`config.mk`:
```
export PLATFORM = sky130hd
export DESIGN_NAME = smqr_tx
export DESIGN_NICKNAME = d
export VERILOG_FILES = /design/src/design/smqr_pkg.sv /design/src/design/smqr_tx.sv
export SDC_FILE = /design/constraint.sdc
export NUM_CORES = 1
export LEC_CHECK = 0
export ABC_AREA = 1
export BUFFER_PORTS_ARGS = -buffer_cell sky130_fd_sc_hd__buf_2
export CORE_UTILIZATION = 50
export CTS_CLUSTER_DIAMETER = 100
export CTS_CLUSTER_SIZE = 20
export DETAILED_ROUTE_END_ITERATION = 16
export PLACE_DENSITY = 0.87
export SLEW_MARGIN = 25
export SYNTH_ARGS = -nofsm -noshare
export SYNTH_HDL_FRONTEND = slang
export SYNTH_SLANG_ARGS = --single-unit
```
`constraint.sdc`:
```
create_clock -name clk -period 8 [get_ports clk]
set_input_delay 0.8 -clock clk [delete_from_list [all_inputs] [get_ports clk]]
set_output_delay 0.8 -clock clk [all_outputs]
set_load 0.01 [all_outputs]
```
`src/design/smqr_pkg.sv`:
```
// ----------------------------------------------------------------------------
// smqr_pkg
// shared constants and types of the serial measurement query responder
// ----------------------------------------------------------------------------
package smqr_pkg;

	// command line
	localparam int CMD_LEN = 5;
	localparam int CNT_W   = 3;

	// measurement values
	localparam int VAL_W = 18;
	localparam int MAG_W = 17;
	localparam logic signed [VAL_W-1:0] VAL_LIMIT     = 18'sd99999;
	localparam logic signed [VAL_W-1:0] VAL_LIMIT_NEG = -18'sd99999;

	// reciprocal of 100, exact for every magnitude up to the limit
	localparam logic [17:0] DIV100_M = 18'd167773;
	localparam int          DIV100_S = 24;

	// reply
	localparam int REPLY_MAX = 11;
	localparam int LEN_W     = 4;

	// character codes
	localparam logic [7:0] CH_CR    = 8'h0D;
	localparam logic [7:0] CH_NL    = 8'h0A;
	localparam logic [7:0] CH_V     = 8'h76;
	localparam logic [7:0] CH_I     = 8'h69;
	localparam logic [7:0] CH_P     = 8'h70;
	localparam logic [7:0] CH_DOT   = 8'h2E;
	localparam logic [7:0] CH_MINUS = 8'h2D;
	localparam logic [7:0] CH_SPACE = 8'h20;
	localparam logic [7:0] CH_ZERO  = 8'h30;

	typedef struct packed {
		logic [REPLY_MAX-1:0][7:0] chars;
		logic [LEN_W-1:0]          len;
	} reply_t;

endpackage

```
`src/design/smqr_tx.sv`:
```
// ----------------------------------------------------------------------------
// smqr_tx
// output shift register: loads a whole reply and sends it one character
// per cycle while out_stall is low, flagging the closing newline
// ----------------------------------------------------------------------------
module smqr_tx (
	input  logic             clk,
	input  logic             arst_n,
	input  logic             ld_valid,
	input  smqr_pkg::reply_t ld_reply,
	output logic             ld_free,
	output logic             out_valid,
	input  logic             out_stall,
	output logic [7:0]       tx_byte,
	output logic             last
);

	logic [smqr_pkg::REPLY_MAX-1:0][7:0] buf_q;
	logic [smqr_pkg::LEN_W-1:0]          rem_q;
	logic                                ld;
	logic                                out_acc;

	assign out_valid = (rem_q != '0);
	assign last      = (rem_q == smqr_pkg::LEN_W'(1));
	assign tx_byte   = buf_q[0];
	assign out_acc   = out_valid && !out_stall;

	// a new reply may load as the closing character leaves
	assign ld_free = (rem_q == '0) || (last && !out_stall);
	assign ld      = ld_valid && ld_free;

	always_ff @(posedge clk or negedge arst_n) begin
		if (!arst_n) begin
			rem_q <= '0;
		end else if (ld) begin
			rem_q <= ld_reply.len;
		end else if (out_acc) begin
			rem_q <= rem_q - smqr_pkg::LEN_W'(1);
		end
	end

	always_ff @(posedge clk) begin
		if (ld) begin
			buf_q <= ld_reply.chars;
		end else if (out_acc) begin
			buf_q <= {8'h00, buf_q[smqr_pkg::REPLY_MAX-1:1]};
		end
	end

	a_ld_len: assert property (@(posedge clk) disable iff (!arst_n)
		ld |-> (ld_reply.len != '0) &&
			(ld_reply.len <= smqr_pkg::LEN_W'(smqr_pkg::REPLY_MAX)))
		else $error("reply loaded with bad length");

	a_rem_range: assert property (@(posedge clk) disable iff (!arst_n)
		rem_q <= smqr_pkg::LEN_W'(smqr_pkg::REPLY_MAX))
		else $error("remaining count out of range");

	a_last_empties: assert property (@(posedge clk) disable iff (!arst_n)
		(out_acc && last && !ld) |=> !out_valid)
		else $error("output still valid after closing item");

endmodule

```
; Word level (Yosys, flattened, before mapping)
; Index checks and enable logic that the tools add are counted.
[word_totals]
latch_bits = 0
out_inout_bits = 11
word_cells = 26
n_memories = 0
register_bits = 92
input_bits = 96
romBits = 0
ramBits = 0
[op_classes]
n_eq_ne = 1
magnitude_cmp = 0
n_mux = 4
n_bitwise = 0
shift = 0
mul = 0
reduce_logical = 8
addsub = 1
div = 0
[ops]
columns = cell, n
row1 = 88-bit 2-to-1 mux, 2
row2 = 4-bit 2-to-1 mux, 2
row3 = "4-bit by 1-bit == test with 1-bit output, second input constant", 1
row4 = 4-bit zero test, 1
row5 = 4-bit nonzero test, 1
row6 = "4-bit by 1-bit subtractor with 4-bit output, second input constant", 1
row7 = 1-bit logical AND, 3
row8 = 2-bit nonzero test, 1
row9 = 1-bit zero test, 1
row10 = 1-bit logical OR, 1

; Longest topological paths before layout
; Gate-level depths: netlist (run 1).
[logic_depth]
depth_word = 5
ltp_mapped = 9
depth_no_buf = 8

; Least setup slack after synthesis (run 1)
; OpenSTA, ideal clock, no wires.
[synth_path]
path_type = in2reg
start = in ld_valid
end = reg rem_q[0] (netlist bit)
path_stages = 5
path_slack_ps = 2250
t_arrival_ps = 5613
setup_ps = 137
t_required_ps = 7863
n_path_buf = 0
path_cell_list = inv_1 -> o21ai_1 -> inv_1 -> nand2_1 -> nand2_1
[synth_via]
elab_chain_cells = 2
elab_cells_between_ends = 3
classes_between = mux: 1 / reduce/logical: 2
[synth_rtl]
columns = item, line_no
row1 = start: declaration, smqr_tx.sv:9  ; input logic ld_valid,
row2 = 1-bit logical AND (*), smqr_tx.sv:30  ; assign ld = ld_valid && ld_free;
row3 = 4-bit 2-to-1 mux or 2-bit nonzero test (tied branches), -
row4 = end signal: assignment, smqr_tx.sv:36  ; rem_q <= ld_reply.len;
row5 = end signal: assignment, smqr_tx.sv:38  ; rem_q <= rem_q - smqr_pkg::LEN_W'(1);
row6 = end: declaration, smqr_tx.sv:19  ; logic [smqr_pkg::LEN_W-1:0] rem_q;
; Every way passes the cells marked *; elsewhere a longest branch is shown, timed or not.
; A chain may end at the register's enable or synchronous reset.

; Worst setup path in the final report (run 1)
[layout_path]
start = reg rem_q[0] (netlist bit)
end = reg buf_q[65] (netlist bit) (data pin)
[layout_via]
elab_chain_cells = 5
elab_cells_between_ends = 6
classes_between = eq/ne: 1 / mux: 1 / reduce/logical: 4
[layout_rtl]
columns = item, line_no
row1 = 4-bit by 1-bit == test with 1-bit output, smqr_tx.sv:24  ; assign last = (rem_q == smqr_pkg::LEN_W'(1));
row2 = 1-bit logical AND, smqr_tx.sv:29  ; assign ld_free = (rem_q == '0) || (last && !out_stall);
row3 = 1-bit logical OR (*), smqr_tx.sv:29
row4 = 1-bit logical AND (*), smqr_tx.sv:30
row5 = 88-bit 2-to-1 mux (*), smqr_tx.sv:43  ; if (ld) begin
row6 = end signal: assignment, smqr_tx.sv:44  ; buf_q <= ld_reply.chars;
row7 = end signal: assignment, smqr_tx.sv:46  ; buf_q <= {8'h00, buf_q[smqr_pkg::REPLY_MAX-1:1]};
row8 = end: declaration, smqr_tx.sv:18  ; logic [smqr_pkg::REPLY_MAX-1:0][7:0] buf_q;
; Marks and branches as above.

==> out/qor.yml, run 1 <==
peakVddDrop_v: 0.000194
yosys-top-cells-area: "edfxtp_1 (62%), nand2_1 (15%), nand3_1 (10%), buf_4 (2.4%), dfrtp_1 (2.3%)"
drt_wl_total_um: 8440
postCtsSetupBuffers: 0
cts.sinks: 92
timing.critical_path.arrival_ns: 3.24
cts_resized: 0
clock_tree.htree_level_count: 3
fin_cells: 627
netlist.area_leader.share_pct: 61.6
antenna_found_initial: 0
period_needed_ns: 3.12
start_util_pct: 52.0
cts_hold_buf: 0
fmax_ghz: 0.321
die_w_um: 94.6
fin_setup_tns_ns: 0
ys_warn_count: 0
drive_gt1_share_pct: 25.1
ant_nets: 0
reg2reg_from: "rem_q[0]"
worstHoldPathType: "in2async"
drt_iter0_markers: 202
status: "finished clean"
synth_area_per_cell_um2: 9.96
synth.net_count: 530
vias_per_cell: 5.13
syn_area_mm2: 0.00429
die_area_mm2: 0.00896
crit_start: "rem_q[0]"
fp-row-count: 33
drc_errors: 0
detail_route.wl_per_cell_um: 13.5
dpl.hpwl_um: 5420
layout_worst_path_cycle_share_pct: 39.0
critPathKind: "reg2reg"
setup_viol: 0
power_density_mw_per_mm2: 363
overflow: 0
clkSlewWorstSetupHoldPaths_ns: 0.09
area_growth_pct: 15.7
rsz0062_at_grt: "false"
cts_made_buffers: 9
grt_pass1_vias: 3021
critPathCaptureType: "register"
grt_max_degree: 87
portBuffers: 106
vias: 3217
critPathMaxFanout: 86
tightest_slew_ns: 0.851
die_y_um: 94.6
fp.coreArea_mm2: 0.00826
timing.hold.ws_ns: 0.241
grt_usage_pct: 20.2
fin_area_mm2: 0.00496
dpl-instance-area_mm2: 0.00477
clk_root_buffer_cell: "clkbuf_8"
hold_violations: 0
cts_buffer_depth: 2
cellLeakagePower_nw: 2.36
routabilityCongestion: 0.781
io_pins: 107
firstDrtPassIters: 4
dp.cells: 611
clk-insertion-delay-late_ns: 0.36
grt_pass1_wl_um: 13600
slew_violations: 0
syn_inst: 431
yosysTopAreaCell: "edfxtp_1"
setup_ws_ns: 4.88
startpoint_type: "register"
synth-seq-cells: 92
nNetsFinal: 616
post-place-ws_ns: 4.67
seq_area_frac_synth_pct: 63.9
cts_tree: "built"
slew_headroom_pct: 43.2
diodes: 0
skew_ns: 0.0127
drv_cap: 0
synthDistinctLibCells: 18
critPathRequiredTime_ns: 8.12
-- power breakdown --
part           internal [mW]  switching [mW]  total (mW)
registers              0.861          0.0708       0.932
logic                  0.187           0.374       0.561
clock network          0.145           0.165       0.310
total                   1.19           0.610        1.80
-- worst max-delay path: stages (launching register included) --
cell	delay, ns
dfrtp_1	0.42
inv_1	0.13
ha_1	0.18
nand2_2	0.10
nand2_2	0.07
buf_4	0.62
nand2_2	0.59
buf_4	0.49
nand2_1	0.15
nand2_1	0.06
-- registers in the layout, summed over array words and instances, names as in the netlist --
| name | count |
|---|---|
| buf_q | 80 |
| rem_q | 4 |
| tx_byte | 8 |
-- synth_stat cells, drive strengths merged --
| library cell | n |
|---|---|
| nor3b | 1 |
| o21ai | 1 |
| clkbuf | 9 |
| dfrtp | 4 |
| edfxtp | 88 |
| ha | 3 |
| nand4 | 1 |
| xnor2 | 1 |
| buf | 27 |
| inv | 19 |
| nand3 | 90 |
| nor2 | 9 |
| nand2 | 178 |
-- cells by family (layout without fill, tap and decap cells) --
logic type,Yosys count,count (layout),share of synthesized area [%]
simple gates,279,279,27.3
xor+xnor,1,1,0.204
buf+inv,55,146,7.55
compound gates,1,1,0.117
fa+ha+maj,3,3,0.875
flops,92,92,63.9
-- worst paths after layout --
path                        endpoint  slack, ns  cells past startpoint
max in group asynchronous   rem_q[3]       7.64                      1
setup reg to reg           buf_q[65]       4.88                      9
hold reg to reg             rem_q[1]       0.49                      2
min in group clk            rem_q[1]       0.49                      2
hold / removal              rem_q[1]       0.24                      1
setup / recovery           buf_q[65]       4.88                      9
-- through the flow --
stage          power [mW]  util (%)
3_3_place_gp         1.46      57.5
6_report             1.80      60.1
3_5_place_dp         1.51      57.8
2_1_floorplan        1.41         -
5_1_grt              1.94      60.1
4_1_cts              1.82      60.1
-- layout by cell type (no fill, tap or decap) --
| master | count |
|---|---|
| nand2_1 | 175 |
| nand3_1 | 90 |
| dfrtp_1 | 4 |
| nor2_1 | 8 |
| buf_4 | 4 |
| clkinv_4 | 2 |
| clkinvlp_4 | 1 |
| inv_1 | 19 |
| xnor2_1 | 1 |
| bufinv_16 | 1 |
| edfxtp_1 | 88 |
| buf_2 | 106 |
| nand2_2 | 3 |
| clkinv_2 | 2 |
| clkbuf_8 | 9 |
| nor3b_1 | 1 |
| nand4_1 | 1 |
| clkbuf_1 | 1 |
| buf_16 | 1 |
| ha_1 | 3 |
| nor2_2 | 1 |
| o21ai_4 | 1 |
-- per-layer routing --
| layer | up-vias | track usage (%) | wire length, µm |
|---|---|---|---|
| met5 | - | 0 | 0 |
| met4 | 0 | 5.68 | 82 |
| met3 | 8 | 5.64 | 631 |
| met2 | 128 | 33.1 | 4290 |
| met1 | 1481 | 26.4 | 3430 |
| li1 | 1600 | - | - |
-- cell type report --
type / count / area [µm²]
repair buffers: 111 / 588
clock inverters: 6 / 65.1
flip-flops and latches: 92 / 2740
fillers: 692 / 3290
well taps: 105 / 131
inverters: 19 / 71.3
multi-input cells: 284 / 1240
clock buffers: 10 / 128
Note: power is estimated with default switching activity, not from simulation.
==> run 2, diff against run 1 <==
==> constraint.sdc (replaced) <==
create_clock -name clk -period 3.2 [get_ports clk]
set_input_delay 0.32 -clock clk [delete_from_list [all_inputs] [get_ports clk]]
set_output_delay 0.32 -clock clk [all_outputs]
set_load 0.01 [all_outputs]
==> run 2 against run 1 <==
  * Hold slack better by 0.0093 ns
  * Count of clock-buffer cells in the layout is the same
  * Sequential share of layout area is 0.97 points lower
  * Routed wire length increased by 4.0%
==> out/qor.yml, run 2 (synthesized netlist as in run 1, its figures left out) <==
clk_root_buffer_cell: "clkbuf_8"
sw_frac_of_total_pct: 32.1
drt_iter0_markers: 200
combinationalPowerShare_pct: 29.5
fmax_ghz: 0.392
power.net_switching_mw: 1.53
io_pins: 107
nNetsFinal: 618
cts_buffer_depth: 2
critPathKind: "reg2out"
worstHoldPathType: "in2reg"
grt_pass1_vias: 3011
largest_register_ffs: 80
power_frac_seq_pct: 48.9
final_common_cell: "nand2_1"
die_w_um: 94.6
setup_viol: 0
firstDrtPassIters: 4
timing.critical_path.arrival_ns: 2.23
cts_resized: 0
rsz0062_at_grt: "false"
status: "finished clean"
cts_tree: "built"
cts.sinks: 92
slew_violations: 0
vias_per_cell: 5.15
dpl.hpwl_um: 5710
post-place-ws_ns: 1.06
die_y_um: 94.6
dpl-instance-area_mm2: 0.00477
critPathMaxFanout: 85
setup_ws_ns: 0.652
vias: 3238
diodes: 0
layout_worst_path_cycle_share_pct: 79.6
fp-row-count: 33
mostFrequentLayoutCells: "nand2_1 (175), buf_2 (106), nand3_1 (90), edfxtp_1 (88), inv_1 (19)"
overflow: 0
grt_usage_pct: 20.8
cellLeakagePower_nw: 2.40
drt_wl_total_um: 8770
hold_violations: 0
power_density_mw_per_mm2: 944
clock_tree.htree_level_count: 3
power_mw: 4.77
tightest_slew_ns: 0.806
clkSlewWorstSetupHoldPaths_ns: 0.09
start_util_pct: 52.0
slew_headroom_pct: 46.3
grt_pass1_wl_um: 13900
period_needed_ns: 2.55
routabilityCongestion: 0.773
drive_gt1_share_pct: 25.4
drc_errors: 0
skew_ns: 0.00723
critPathCaptureType: "primary output"
multiInputGateArea_mm2: 0.00124
antenna_found_initial: 0
intPower_mw: 3.24
fp.coreArea_mm2: 0.00826
detail_route.wl_per_cell_um: 13.9
startpoint_type: "register"
pwr-share-clk_pct: 21.7
regMostFlops: "buf_q"
area_growth_pct: 17.8
peakVddDrop_v: 0.000341
portBuffers: 106
die_area_mm2: 0.00896
fin_setup_tns_ns: 0
seq_area_mm2: 0.00274
clk-insertion-delay-late_ns: 0.36
cts_made_buffers: 9
grt_max_degree: 86
drv_cap: 0
critPathRequiredTime_ns: 2.88
n_fill_cell: 673
ant_nets: 0
fin_area_mm2: 0.00505
run 2: area by class of cell:
| type | count | share of cell area (%) |
|---|---|---|
| Clock buffer | 10 | 2.72 |
| Clock inverter | 6 | 2.65 |
| Tap cell | 105 | 2.60 |
| Timing Repair Buffer | 113 | 11.8 |
| Inverter | 19 | 1.41 |
| Sequential cell | 92 | 54.3 |
| Multi-Input combinational cell | 284 | 24.5 |
run 2: power groups by stage:
stage	Combinational [mW]	Sequential [mW]	Clock, mW
2_1_floorplan	1.18	2.31	0
3_3_place_gp	1.33	2.33	0
3_5_place_dp	1.42	2.36	0
4_1_cts	1.43	2.33	1.04
5_1_grt	1.63	2.39	1.09
6_report	1.41	2.33	1.03
run 2: what timing repair did:
| action | 4_1_cts | 5_1_grt |
|---|---|---|
| setup buffers | 0 | 0 |
| hold buffers | 1 | 0 |
| endpoints found under the hold margin | 4 | 0 |
run 2: path summary, 6_finish.rpt:
check                        startpoint  cells past startpoint    endpoint  slack [ns]
max                            rem_q[0]                      6     ld_free        0.65
min                        ld_reply[91]                      3   buf_q[87]        0.25
max reg2reg                    rem_q[0]                      6  tx_byte[3]        1.08
min reg2reg                    rem_q[1]                      2    rem_q[1]        0.50
max in group asynchronous        arst_n                      2    rem_q[0]        2.79
min in group asynchronous        arst_n                      2    rem_q[2]        0.29
run 2: per-stage QoR:
| stage | hold WS (ns) | util, % | std cells |
|---|---|---|---|
| floorplan | 0.0244 | - | 431 |
| global placement | 0.126 | 57.8 | 612 |
| detailed placement | 0.132 | 57.8 | 612 |
| CTS | 0.244 | 61.2 | 629 |
| global route | 0.244 | 61.2 | 629 |
| finish | 0.250 | 61.2 | 629 |
run 2: per-layer routing:
layer | vias up | global-route usage (%) | wire [µm]
met4 | 0 | 6.31 | 68
li1 | 1602 | - | -
met2 | 127 | 35.9 | 4590
met1 | 1502 | 26.3 | 3490
met5 | - | 0 | 0
met3 | 7 | 4.51 | 627
run 2: worst max-delay path, cell delays in order, from the launching register on:
cell	delay, ns
dfrtp_1	0.44
inv_1	0.14
ha_1	0.18
nand2_2	0.10
nand2_2	0.10
buf_4	0.62
buf_2	0.26
==> run 3, diff against run 2 <==
==> constraint.sdc (replaced) <==
create_clock -name clk -period 2.5 [get_ports clk]
set_input_delay 0.25 -clock clk [delete_from_list [all_inputs] [get_ports clk]]
set_output_delay 0.25 -clock clk [all_outputs]
set_load 0.01 [all_outputs]
==> run 3 against run 2 <==
  * Sequential cell count is the same
  * Clock power fell by 14%
  * Critical path depth did not move
  * Routed wire length is 1.9% lower
  * Sequential power increased by 28%
  * Hold slack lost 0.070 ns
  * Count of clock-buffer cells in the layout stayed put
  * Combinational power is 31% higher
  * First-iteration DRC count rose by 21%
  * Setup slack worse by 0.25 ns
  * Power up 20%
  * Critical path type unchanged
==> out/qor.yml, run 3 (synthesized netlist as in run 1, its figures left out) <==
tightest_slew_ns: 0.605
io_pins: 107
drive_gt1_share_pct: 25.7
critPathCaptureType: "primary output"
holdPathStages: 3
clk_root_buffer_cell: "clkbuf_8"
ant_nets: 0
cts.sinks: 92
power_mw: 5.72
layout_worst_path_cycle_share_pct: 83.9
start_util_pct: 52.0
peakVddDrop_v: 0.000495
clk-insertion-delay-late_ns: 0.36
fin_setup_tns_ns: 0
drt_wl_total_um: 8610
timing.critical_path.arrival_ns: 1.85
fp-row-count: 33
n_fill_cell: 701
rrSetupSlack_ns: 0.59
final_common_cell: "nand2_1"
grt_usage_pct: 20.1
setup_viol: 0
diodes: 0
vias: 3311
sw_frac_of_total_pct: 34.7
slowest_delay_ns: 0.41
postCtsSetupBuffers: 0
detail_route.wl_per_cell_um: 13.7
antenna_found_initial: 0
skew_ns: 0.0129
clkSlewWorstSetupHoldPaths_ns: 0.10
cts_tree: "built"
cts_hold_buf: 1
status: "finished clean"
drv_cap: 0
regMostFlops: "buf_q"
hold_violations: 0
worstHoldEndpoint: "buf_q[83]"
hold_start: "ld_reply[87]"
fp.coreArea_mm2: 0.00826
power_density_mw_per_mm2: 1150
power_frac_seq_pct: 52.1
area_growth_pct: 16.1
portBuffers: 106
grt_pass1_wl_um: 13600
dpl-instance-area_mm2: 0.00480
rsz0062_at_grt: "false"
fin_area_mm2: 0.00498
critPathMaxFanout: 85
die_y_um: 94.6
slew_headroom_pct: 59.7
grt_pass1_vias: 3079
drt_iter0_markers: 242
timing.hold.ws_ns: 0.181
slew_violations: 0
die_w_um: 94.6
path_cells: "inv_2 > ha_1 > nand3_1 > nand2_2 > buf_12 > buf_2"
intPower_mw: 3.74
clock_tree.htree_level_count: 3
die_area_mm2: 0.00896
worstHoldPathType: "in2reg"
drc_errors: 0
routabilityCongestion: 0.796
grt_max_degree: 86
utilization_pct: 60.3
cts_resized: 0
dpl.hpwl_um: 5630
fmax_ghz: 0.477
cts_made_buffers: 9
firstDrtPassIters: 5
overflow: 0
combinationalPowerShare_pct: 32.3
mostFrequentLayoutCells: "nand2_1 (175), buf_2 (106), nand3_1 (90), edfxtp_1 (88), inv_1 (17)"
critPathRequiredTime_ns: 2.25
period_needed_ns: 2.10
pwr-share-clk_pct: 15.5
cts_buffer_depth: 2
power.net_switching_mw: 1.98
vias_per_cell: 5.26
startpoint_type: "register"
largest_register_ffs: 80
cellLeakagePower_nw: 2.36
critPathKind: "reg2out"
reg2reg_to: "rem_q[1]"
r2r_cells: 9
nNetsFinal: 619
reg2reg_from: "rem_q[0]"
cp_slowest_cell: "dfrtp_1"
run 3: cell types whose count changed in the layout (fill, tap and decap cells not counted), sizes merged:
cell and delta:
buf +1, clkinvlp +2, inv -1, clkinv +3
bufinv -4
run 3: worst max-delay path: cells and delay by family, from the launching register on:
| kind | cells | cell delay [ns] |
|---|---|---|
| fa+ha+maj | 1 | 0.18 |
| buf+inv | 3 | 0.63 |
| flops | 1 | 0.41 |
| simple gates | 2 | 0.23 |
run 3: power by group through the flow:
stage	combinational, mW	sequential, mW	clock, mW
floorplan	1.54	2.96	0
global placement	1.75	2.99	0
detailed placement	1.87	3.02	0
CTS	1.87	2.99	0.899
global route	2.14	3.05	0.958
finish	1.85	2.98	0.889
run 3: final cells by class:
type,count,area [µm²],share of cell area (%)
inverter,19,71.3,1.43
sequential,92,2740,55.1
timing repair buffer,114,606,12.2
clock buffer,10,128,2.56
clock inverter,6,41.3,0.829
tap,105,131,2.64
multi-input combinational,284,1260,25.3
run 3: how the worst max path moves through the flow:
stage / cells past startpoint / slack [ns] / start / to
finish: 6 / 0.40 / rem_q[1] / ld_free
global route: 6 / 0.30 / rem_q[1] / ld_free
CTS: 6 / 0.42 / rem_q[1] / ld_free
detailed placement: 9 / 0.61 / rem_q[0] / rem_q[1]
global placement: 9 / 0.75 / rem_q[0] / rem_q[1]
floorplan: 7 / -0.30 / rem_q[0] / rem_q[0]
run 3: metrics by stage:
step	instances	setup slack (ns)
after CTS	630	0.422
after global routing	630	0.301
after detailed placement	613	0.609
after global placement	613	0.752
final	630	0.403
after floorplan	431	-0.298
run 3: layer usage:
layer	vias to the layer above	GRT usage, %	wire, µm
li1	1602	-	-
met1	1532	25.9	3530
met2	160	32.8	4210
met3	17	4.19	667
met4	0	8.71	194
met5	-	0	0
